[src/rtl/sql_keyword_string_tagger_top_assert.svh]
// assertion helpers for the keyword and string tagger
`ifndef SQL_KEYWORD_STRING_TAGGER_TOP_ASSERT_SVH
`define SQL_KEYWORD_STRING_TAGGER_TOP_ASSERT_SVH

// same-cycle implication, checked out of reset
`define SQLKT_ASSERT_NOW(lbl, ante, cons, msg) \
  lbl: assert property (@(posedge clk) disable iff (!rst_n) (ante) |-> (cons)) \
    else $error(msg);

// next-cycle implication, checked out of reset
`define SQLKT_ASSERT_NEXT(lbl, ante, cons, msg) \
  lbl: assert property (@(posedge clk) disable iff (!rst_n) (ante) |=> (cons)) \
    else $error(msg);

`endif

[src/rtl/sqlkt_pkg.sv]
`timescale 1ns / 1ps

package sqlkt_pkg;

  localparam int WORD_MAX    = 10;
  localparam int KW_NUM      = 16;
  localparam int QUEUE_DEPTH = 4;

  typedef logic [3:0] wlen_t;
  typedef logic [0:WORD_MAX-1][7:0] word_t;

  typedef struct packed {
    logic [7:0] text_byte;
    logic       end_of_text;
  } in_item_t;

  typedef struct packed {
    logic [7:0] out_byte;
    logic       byte_valid;
    logic       end_of_output;
  } out_item_t;

  typedef enum logic [1:0] {
    MODE_GAP,
    MODE_WORD,
    MODE_STR,
    MODE_HALT
  } scan_mode_t;

  // output segments of one command, in emission order
  typedef enum logic [2:0] {
    PH_IDLE,
    PH_OPEN,
    PH_LT,
    PH_WORD,
    PH_GT,
    PH_BYTE,
    PH_CLOSE,
    PH_MARK
  } phase_t;

  // work handed from the front to the back
  typedef struct packed {
    logic       open_s;
    logic       word_en;
    logic       word_kw;
    wlen_t      word_len;
    word_t      word;
    logic       byte_en;
    logic [7:0] lit_byte;
    logic       close_s;
    logic       last;
  } cmd_t;

  localparam logic [7:0] CH_SPACE  = 8'h20;
  localparam logic [7:0] CH_TAB    = 8'h09;
  localparam logic [7:0] CH_CR     = 8'h0D;
  localparam logic [7:0] CH_LF     = 8'h0A;
  localparam logic [7:0] CH_SQUOTE = 8'h27;
  localparam logic [7:0] CH_DQUOTE = 8'h22;
  localparam logic [7:0] CH_LT     = 8'h3C;
  localparam logic [7:0] CH_GT     = 8'h3E;

  localparam logic [0:3][7:0] OPEN_TAG  = {"<S>", 8'h00};
  localparam logic [0:3][7:0] CLOSE_TAG = "</S>";
  localparam wlen_t OPEN_LAST  = 4'd2;
  localparam wlen_t CLOSE_LAST = 4'd3;

  localparam word_t KW_TEXT [KW_NUM] = '{
    {"INSERT", 32'h0}, {"SELECT", 32'h0}, {"UPDATE", 32'h0}, {"DELETE", 32'h0},
    {"CREATE", 32'h0}, {"BUSCA", 40'h0},  {"ACHA", 48'h0},   {"IMPORT", 32'h0},
    {"TEXTO", 40'h0},  {"FROM", 48'h0},   {"WHERE", 40'h0},  {"TABLE", 40'h0},
    {"INTO", 48'h0},   {"VALUES", 32'h0}, {"CORPO", 40'h0},  "LINGUAGENS"
  };

  localparam wlen_t KW_LEN [KW_NUM] = '{
    4'd6, 4'd6, 4'd6, 4'd6, 4'd6, 4'd5, 4'd4, 4'd6,
    4'd5, 4'd4, 4'd5, 4'd5, 4'd4, 4'd6, 4'd5, 4'd10
  };

  // whole-word match against the keyword table
  function automatic logic is_keyword(word_t w, wlen_t n);
    logic hit;
    logic eq;
    hit = 1'b0;
    for (int k = 0; k < KW_NUM; k++) begin
      eq = (n == KW_LEN[k]);
      for (int i = 0; i < WORD_MAX; i++) begin
        if ((wlen_t'(i) < n) && (w[i] != KW_TEXT[k][i])) eq = 1'b0;
      end
      hit = hit | eq;
    end
    return hit;
  endfunction

  // first segment of a command that follows segment p
  function automatic phase_t next_phase(cmd_t c, phase_t p);
    phase_t r;
    logic   any;
    any = c.open_s | c.word_en | c.byte_en | c.close_s;
    priority if ((p < PH_OPEN) && c.open_s) begin
      r = PH_OPEN;
    end else if ((p < PH_LT) && c.word_en && c.word_kw) begin
      r = PH_LT;
    end else if ((p < PH_WORD) && c.word_en) begin
      r = PH_WORD;
    end else if ((p < PH_GT) && c.word_en && c.word_kw) begin
      r = PH_GT;
    end else if ((p < PH_BYTE) && c.byte_en) begin
      r = PH_BYTE;
    end else if ((p < PH_CLOSE) && c.close_s) begin
      r = PH_CLOSE;
    end else if ((p < PH_MARK) && !any) begin
      r = PH_MARK;
    end else begin
      r = PH_IDLE;
    end
    return r;
  endfunction

endpackage

[src/rtl/sqlkt_front.sv]
`timescale 1ns / 1ps

module sqlkt_front
  import sqlkt_pkg::*;
(
  input  logic     clk,
  input  logic     rst_n,
  input  logic     in_valid,
  output logic     in_stall,
  input  in_item_t in_data,
  input  logic     q_full,
  output logic     push,
  output cmd_t     cmd
);

  scan_mode_t mode_r, mode_nxt;
  logic       dq_r, dq_nxt;
  word_t      wbuf_r, wbuf_nxt;
  wlen_t      wlen_r, wlen_nxt;
  logic       tl_r, tl_nxt;

  logic       accept;
  logic [7:0] b;
  logic       blank;
  logic       overflow;
  cmd_t       c;

  assign in_stall = q_full;
  assign accept   = in_valid && !q_full;
  assign b        = in_data.text_byte;
  assign blank    = (b == CH_SPACE) || (b == CH_TAB) || (b == CH_CR) || (b == CH_LF);

  // classify the byte, update scan state and build the command
  always_comb begin
    mode_nxt = mode_r;
    dq_nxt   = dq_r;
    wbuf_nxt = wbuf_r;
    wlen_nxt = wlen_r;
    tl_nxt   = tl_r;
    overflow = 1'b0;
    c        = '0;
    c.lit_byte = b;

    unique case (mode_r)
      MODE_GAP: begin
        if (blank) begin
          mode_nxt = MODE_GAP;
        end else if ((b == CH_SQUOTE) || (b == CH_DQUOTE)) begin
          c.open_s = 1'b1;
          dq_nxt   = (b == CH_DQUOTE);
          mode_nxt = MODE_STR;
        end else if (b <= CH_SPACE) begin
          mode_nxt = MODE_HALT;
        end else begin
          wbuf_nxt[0] = b;
          wlen_nxt    = 4'd1;
          tl_nxt      = 1'b0;
          mode_nxt    = MODE_WORD;
        end
      end
      MODE_WORD: begin
        if (b > CH_SPACE) begin
          if (tl_r) begin
            c.byte_en = 1'b1;
          end else if (wlen_r < wlen_t'(WORD_MAX)) begin
            for (int i = 0; i < WORD_MAX; i++) begin
              if (wlen_t'(i) == wlen_r) wbuf_nxt[i] = b;
            end
            wlen_nxt = wlen_r + 4'd1;
          end else begin
            // buffer overflowed: flush it and pass the rest through
            overflow   = 1'b1;
            c.word_en  = 1'b1;
            c.word     = wbuf_r;
            c.word_len = wlen_r;
            c.byte_en  = 1'b1;
            tl_nxt     = 1'b1;
            wlen_nxt   = '0;
          end
        end else begin
          if (!tl_r) begin
            c.word_en  = 1'b1;
            c.word     = wbuf_r;
            c.word_len = wlen_r;
          end
          wlen_nxt = '0;
          tl_nxt   = 1'b0;
          mode_nxt = blank ? MODE_GAP : MODE_HALT;
        end
      end
      MODE_STR: begin
        if (b == (dq_r ? CH_DQUOTE : CH_SQUOTE)) begin
          c.close_s = 1'b1;
          mode_nxt  = MODE_GAP;
        end else begin
          c.byte_en = 1'b1;
        end
      end
      MODE_HALT: begin
        mode_nxt = MODE_HALT;
      end
      default: begin
        mode_nxt = MODE_HALT;
      end
    endcase

    // end of text closes any open word or string, then back to reset
    if (in_data.end_of_text) begin
      if ((mode_nxt == MODE_WORD) && !tl_nxt) begin
        c.word_en  = 1'b1;
        c.word     = wbuf_nxt;
        c.word_len = wlen_nxt;
      end
      if (mode_nxt == MODE_STR) c.close_s = 1'b1;
      c.last   = 1'b1;
      mode_nxt = MODE_GAP;
      dq_nxt   = 1'b0;
      wlen_nxt = '0;
      tl_nxt   = 1'b0;
    end

    c.word_kw = c.word_en && !overflow && is_keyword(c.word, c.word_len);
  end

  assign cmd  = c;
  assign push = accept && (c.open_s || c.word_en || c.byte_en || c.close_s || c.last);

  // scan state
  always_ff @(posedge clk) begin
    if (!rst_n) begin
      mode_r <= MODE_GAP;
      dq_r   <= 1'b0;
      wlen_r <= '0;
      tl_r   <= 1'b0;
    end else if (accept) begin
      mode_r <= mode_nxt;
      dq_r   <= dq_nxt;
      wlen_r <= wlen_nxt;
      tl_r   <= tl_nxt;
    end
  end

  // word bytes
  always_ff @(posedge clk) begin
    if (accept) begin
      wbuf_r <= wbuf_nxt;
    end
  end

endmodule

[src/rtl/sqlkt_queue.sv]
`timescale 1ns / 1ps

module sqlkt_queue
  import sqlkt_pkg::*;
#(
  parameter int DEPTH = QUEUE_DEPTH
) (
  input  logic clk,
  input  logic rst_n,
  input  logic push,
  input  cmd_t push_cmd,
  output logic full,
  input  logic pop,
  output cmd_t head_cmd,
  output logic empty
);

  localparam int PW = (DEPTH > 1) ? $clog2(DEPTH) : 1;
  localparam int CW = $clog2(DEPTH + 1);

  cmd_t          mem_r [DEPTH];
  logic [PW-1:0] wr_r, wr_nxt;
  logic [PW-1:0] rd_r, rd_nxt;
  logic [CW-1:0] cnt_r, cnt_nxt;
  logic          do_push;
  logic          do_pop;

  assign full     = (cnt_r == CW'(DEPTH));
  assign empty    = (cnt_r == '0);
  assign do_push  = push && !full;
  assign do_pop   = pop && !empty;
  assign head_cmd = mem_r[rd_r];

  // pointer and fill bookkeeping
  always_comb begin
    wr_nxt  = wr_r;
    rd_nxt  = rd_r;
    cnt_nxt = cnt_r;
    if (do_push) wr_nxt = (wr_r == PW'(DEPTH - 1)) ? '0 : wr_r + 1'b1;
    if (do_pop)  rd_nxt = (rd_r == PW'(DEPTH - 1)) ? '0 : rd_r + 1'b1;
    if (do_push && !do_pop) cnt_nxt = cnt_r + 1'b1;
    if (do_pop && !do_push) cnt_nxt = cnt_r - 1'b1;
  end

  always_ff @(posedge clk) begin
    if (!rst_n) begin
      wr_r  <= '0;
      rd_r  <= '0;
      cnt_r <= '0;
    end else begin
      wr_r  <= wr_nxt;
      rd_r  <= rd_nxt;
      cnt_r <= cnt_nxt;
    end
  end

  // entry storage
  always_ff @(posedge clk) begin
    if (do_push) begin
      mem_r[wr_r] <= push_cmd;
    end
  end

endmodule

[src/rtl/sqlkt_back.sv]
`timescale 1ns / 1ps

module sqlkt_back
  import sqlkt_pkg::*;
(
  input  logic      clk,
  input  logic      rst_n,
  input  logic      q_empty,
  input  cmd_t      head_cmd,
  output logic      pop,
  output logic      out_valid,
  input  logic      out_stall,
  output out_item_t out_data
);

  phase_t    phase_r, phase_nxt;
  wlen_t     pos_r, pos_nxt;
  cmd_t      cmd_r, cmd_nxt;
  logic      out_valid_r, out_valid_nxt;
  out_item_t out_data_r, out_data_nxt;

  logic      out_free;
  wlen_t     seg_last;
  logic      seg_end;
  phase_t    np;
  logic      emit;
  logic      load;
  out_item_t item;

  assign out_free = !out_valid_r || !out_stall;

  // walk the segments of the current command, one byte per transfer
  always_comb begin
    unique case (phase_r)
      PH_OPEN:  seg_last = OPEN_LAST;
      PH_CLOSE: seg_last = CLOSE_LAST;
      PH_WORD:  seg_last = cmd_r.word_len - 4'd1;
      default:  seg_last = '0;
    endcase
    seg_end = (pos_r == seg_last);
    np      = next_phase(cmd_r, phase_r);
    emit    = (phase_r != PH_IDLE) && out_free;
    load    = !q_empty && ((phase_r == PH_IDLE) || (emit && seg_end && (np == PH_IDLE)));

    // byte for this step
    item = '0;
    item.byte_valid    = 1'b1;
    item.end_of_output = cmd_r.last && seg_end && (np == PH_IDLE);
    unique case (phase_r)
      PH_OPEN:  item.out_byte = OPEN_TAG[pos_r[1:0]];
      PH_LT:    item.out_byte = CH_LT;
      PH_WORD:  item.out_byte = cmd_r.word[pos_r];
      PH_GT:    item.out_byte = CH_GT;
      PH_BYTE:  item.out_byte = cmd_r.lit_byte;
      PH_CLOSE: item.out_byte = CLOSE_TAG[pos_r[1:0]];
      PH_MARK:  item.byte_valid = 1'b0;
      default:  item.byte_valid = 1'b0;
    endcase

    phase_nxt = phase_r;
    pos_nxt   = pos_r;
    cmd_nxt   = cmd_r;
    if (emit) begin
      if (seg_end) begin
        phase_nxt = np;
        pos_nxt   = '0;
      end else begin
        pos_nxt = pos_r + 4'd1;
      end
    end
    if (load) begin
      cmd_nxt   = head_cmd;
      phase_nxt = next_phase(head_cmd, PH_IDLE);
      pos_nxt   = '0;
    end

    // output register
    out_valid_nxt = emit ? 1'b1 : (out_valid_r && out_stall);
    out_data_nxt  = emit ? item : out_data_r;
  end

  assign pop       = load;
  assign out_valid = out_valid_r;
  assign out_data  = out_data_r;

  always_ff @(posedge clk) begin
    if (!rst_n) begin
      phase_r     <= PH_IDLE;
      pos_r       <= '0;
      out_valid_r <= 1'b0;
    end else begin
      phase_r     <= phase_nxt;
      pos_r       <= pos_nxt;
      out_valid_r <= out_valid_nxt;
    end
  end

  always_ff @(posedge clk) begin
    cmd_r      <= cmd_nxt;
    out_data_r <= out_data_nxt;
  end

endmodule

[src/rtl/sql_keyword_string_tagger_top.sv]
// path: input byte -> command queue -> back end command register -> output register -> out_valid
// throughput: one input byte per cycle while the command queue has room,
//   one result byte per cycle from the back end while out_stall is low; a command that finds
//   the back end idle is loaded into the command register before its first byte goes out
// reset: synchronous active-low rst_n empties the queue and clears scan state
`timescale 1ns / 1ps
`include "sql_keyword_string_tagger_top_assert.svh"

module sql_keyword_string_tagger_top
  import sqlkt_pkg::*;
#(
  parameter int QDEPTH = QUEUE_DEPTH
) (
  input  logic      clk,
  input  logic      rst_n,
  input  logic      in_valid,
  output logic      in_stall,
  input  in_item_t  in_data,
  output logic      out_valid,
  input  logic      out_stall,
  output out_item_t out_data
);

  logic fe_push;
  cmd_t fe_cmd;
  logic q_full;
  logic q_empty;
  logic q_pop;
  cmd_t q_head;

  // byte classifier and word buffer
  sqlkt_front u_front (
    .clk      (clk),
    .rst_n    (rst_n),
    .in_valid (in_valid),
    .in_stall (in_stall),
    .in_data  (in_data),
    .q_full   (q_full),
    .push     (fe_push),
    .cmd      (fe_cmd)
  );

  // command queue between front and back
  sqlkt_queue #(
    .DEPTH (QDEPTH)
  ) u_queue (
    .clk      (clk),
    .rst_n    (rst_n),
    .push     (fe_push),
    .push_cmd (fe_cmd),
    .full     (q_full),
    .pop      (q_pop),
    .head_cmd (q_head),
    .empty    (q_empty)
  );

  // segment sequencer and output register
  sqlkt_back u_back (
    .clk       (clk),
    .rst_n     (rst_n),
    .q_empty   (q_empty),
    .head_cmd  (q_head),
    .pop       (q_pop),
    .out_valid (out_valid),
    .out_stall (out_stall),
    .out_data  (out_data)
  );

  // checks
  `SQLKT_ASSERT_NOW(a_no_push_when_full, fe_push, !q_full, "push into a full queue")
  `SQLKT_ASSERT_NEXT(a_end_queued, in_valid && !in_stall && in_data.end_of_text, !q_empty, "end of text left no command")
  `SQLKT_ASSERT_NOW(a_marker_is_final, out_valid && !out_data.byte_valid, out_data.end_of_output, "bare marker not final")

endmodule
[config.mk]
export PLATFORM = sky130hd
export DESIGN_NAME = sql_keyword_string_tagger_top
export DESIGN_NICKNAME = d
export VERILOG_FILES = /design/src/rtl/sqlkt_pkg.sv /design/src/rtl/sqlkt_front.sv /design/src/rtl/sqlkt_queue.sv /design/src/rtl/sqlkt_back.sv /design/src/rtl/sql_keyword_string_tagger_top.sv
export VERILOG_INCLUDE_DIRS = /design/src /design/src/rtl
export SDC_FILE = /design/constraint.sdc
export NUM_CORES = 1
export LEC_CHECK = 0
export BUFFER_PORTS_ARGS = -buffer_cell sky130_fd_sc_hd__buf_2
export CAP_MARGIN = 15
export CORE_ASPECT_RATIO = 0.8
export CORE_MARGIN = 2
export CORE_UTILIZATION = 60
export DETAILED_ROUTE_END_ITERATION = 12
export PLACE_DENSITY = 0.77
export SYNTH_ARGS = -nofsm -noshare
export SYNTH_HDL_FRONTEND = slang
export SYNTH_SLANG_ARGS = --single-unit
[constraint.sdc]
create_clock -name clk -period 7.8 [get_ports clk]
set_clock_uncertainty 0.1 [all_clocks]
set_input_delay 1.17 -clock clk [delete_from_list [all_inputs] [get_ports clk]]
set_output_delay 1.17 -clock clk [all_outputs]
set_load 0.05 [all_outputs]
==> results.cfg <==
[floorplan]
ios = 25
die_h_um = 198
fp.dieW_um = 247
core_sq_um = 46800
design.die.area_sq_um = 48900
initial_core_util_pct = 60.4
rows = 71

[power_and_ir_drop]
internal_power_mw = 6.74
p_leak_nw = 10.1
netSwitchingFraction_pct = 31.0
share_seq_of_total_power_pct = 49.2
pwr-share-clk_pct = 27.3
p_per_area_nw_per_um2 = 317
vdd_drop_max_mv = 0.469
pwr-share-comb_pct = 23.6
switchingPower_mw = 3.04

[cts]
cts_htree_levels = 2
clock_path_buffers = 3
cts_root_buf = clkbuf_16
cts_resized = 0
cts_made_buffers = 55
clkLatencyLatePin_ns = 0.64
clock-sinks = 605
clk_pin_slew_ns = 0.06
hold_buffers = 0
cts_tree = yes
post_cts_buffers = 0

[setup_path]
cp.arrival_ns = 6.52
cpMaxStageDelayCell = nor3_4
crit_type = in2reg
path_cells = buf_2 > nor2b_1 > o211ai_1 > a221o_1 > a32o_1 > nor3_4 > buf_12 > a22oi_2 > nand2b_1 > or4b_1 > a2111oi_2 > a2111oi_1 > a41oi_2
crit_family = compound AO/OA/AOI/OAI gates
path_max_fanout = 36
max_stage_delay_ns = 0.73
required_ns = 8.11
path_buf_inv = 2
startpoint_type = input port
reg2reg_depth = 14
crit_cells = 13
rrSetupSlack_ns = 2.31
crit_path_end_kind = flop

[route]
num_vias = 18664
drt-total-wl_um = 77200
vias_per_cell = 6.98
drt-initial-drc-count = 2730
drtAntennaViolNets = 0
drc = 0
dr.pass1.iters = 6
routedWlPerCell_um = 28.9

[layout]
multi_input_area_sq_um = 9610
register_area_sq_um = 17900
finalNonFillerCells = 2673
areaGrowthSynthToFinish_pct = 9.01
antenna_cells = 0
final_net_count = 2043
mostFrequentLayoutCell = edfxtp_1
layout_common_cells = edfxtp_1, nand2_1, mux4_2, nor2_1, o21ai_0
drive_gt1_share_pct = 17.0
fillers = 3176
fin_area_sq_um = 30800

[timing]
fin_crit_ns = 6.22
drv_slew = 0
relSlewSlack_pct = 28.7
hold_viol = 0
fmax_mhz = 161
tns_ns = 0
rsz0062_at_grt = no
tightest_slew_ns = 1.06
setup_viol = 0
period_share_pct = 79.7

[global_routing]
met1_usage_pct = 47.9
use_met3_pct = 6.28
overflow = 0
track_usage_pct = 32.1
met2_usage_pct = 48.0
gr-max-usage-layer = met2
grt_max_degree = 67
grt_pass1_wl_um = 115000
antenna_found_initial = 4
grt_pass1_vias = 17901

[job]
maxCapViolations = 0

[placement]
place_hpwl_um = 51200
portBuffers = 24
placed_cells = 2570
place_congestion = 1.02
place_area_sq_um = 29100

[synthesis]
syn_inst = 2017
ys.flop_type = edfxtp_1
syn_area_sq_um = 28300
seq_area_frac_synth_pct = 63.4
synth_seq_cells = 605
synth_nets = 2053
ys_warn_count = 0
synth_edf_count = 580
synthDistinctLibCells = 93
async_flop_share_pct = 0
avgSynthCellArea_sq_um = 14.0

[hold_path]
whs_path_depth = 2
min_path_type = reg2reg

[outcome]
outcome = complete, no violations
==> flip-flops by register name (all words and copies together), names as in the netlist, 2 cells and up, named ones only <==
name and cells:
u_queue.wr_r 2, u_back.cmd_r 98, u_front.wbuf_r 80, u_back.pos_r 4, u_back.phase_r 3, u_back.out_data 10, u_queue.mem_r 392, u_queue.cnt_r 3
u_front.wlen_r 4, u_front.mode_r 2, u_queue.rd_r 2
==> cell type report <==
cell class | count | area share [%]
multi-input combinational | 1216 | 31.2
tap | 620 | 2.52
clock buffer | 73 | 4.68
timing repair buffer | 61 | 1.62
inverter | 68 | 0.840
sequential | 605 | 58.1
clock inverter | 30 | 1.01
==> worst paths after layout <==
path / from / to
setup / recovery: in_data[1] / u_queue.mem_r[0][95]
hold / removal: u_queue.rd_r[1] / flop
setup reg to reg: u_front.mode_r[1] / u_queue.mem_r[0][95]
hold reg to reg: u_queue.rd_r[1] / flop
==> synth_stat cells, drive strengths merged (28+ instances only) <==
cell type | n | share of area, %
nand3 | 50 | 0.93
nor3 | 35 | 0.68
nand4 | 28 | 0.62
edfxtp | 580 | 62
clkbuf | 84 | 1.1
inv | 67 | 0.89
buf | 44 | 0.71
o21ai | 90 | 1.6
a22oi | 29 | 0.79
nor2 | 107 | 1.4
nor4 | 36 | 0.84
a21oi | 55 | 0.99
mux2 | 59 | 2.3
mux2i | 41 | 1.5
nand2 | 213 | 2.8
mux4 | 114 | 9.1
==> layer usage <==
metal  part of all wire, %  routed length, um  vias to the layer above
li1                      -                  -                     7913
met1                    41              31800                     9319
met2                    45              35000                     1241
met3                    10               7980                      187
met4                   3.1               2370                        4
met5                 0.035                 27                        -
==> per-stage QoR <==
stage	power (mW)	hold WS, ns	utilization, %	setup slack [ns]
floorplan	6.31	0.345	-	1.44
global placement	7.02	0.370	62.1	1.29
detailed placement	7.12	0.374	62.1	1.17
CTS	9.77	0.382	65.8	1.77
global route	10.1	0.412	65.8	1.30
finish	9.78	0.385	65.8	1.58
==> power groups by stage <==
stage	Clock, mW	Combinational [mW]	Sequential (mW)
6_report	2.67	2.30	4.81
3_3_place_gp	0	2.22	4.81
4_1_cts	2.69	2.28	4.80
3_5_place_dp	0	2.27	4.85
5_1_grt	2.81	2.45	4.86
2_1_floorplan	0	1.50	4.81
==> cell families after synthesis <==
| logic type | share of synthesized area, % |
|---|---|
| AND/OR/NAND/NOR | 10.8 |
| flip-flops | 63.4 |
| AO/OA/AOI/OAI | 8.87 |
| multiplexers | 12.9 |
| buffers and inverters | 2.73 |
| adder cells (fa/ha/maj) | 1.08 |
| XOR/XNOR | 0.248 |
==> worst min-delay path, cell delays in order (launching register included) <==
cell,delay [ns]
dfxtp_1,0.31
nand2_1,0.05
a21boi_0,0.08
(Power assumes the default switching activity.)
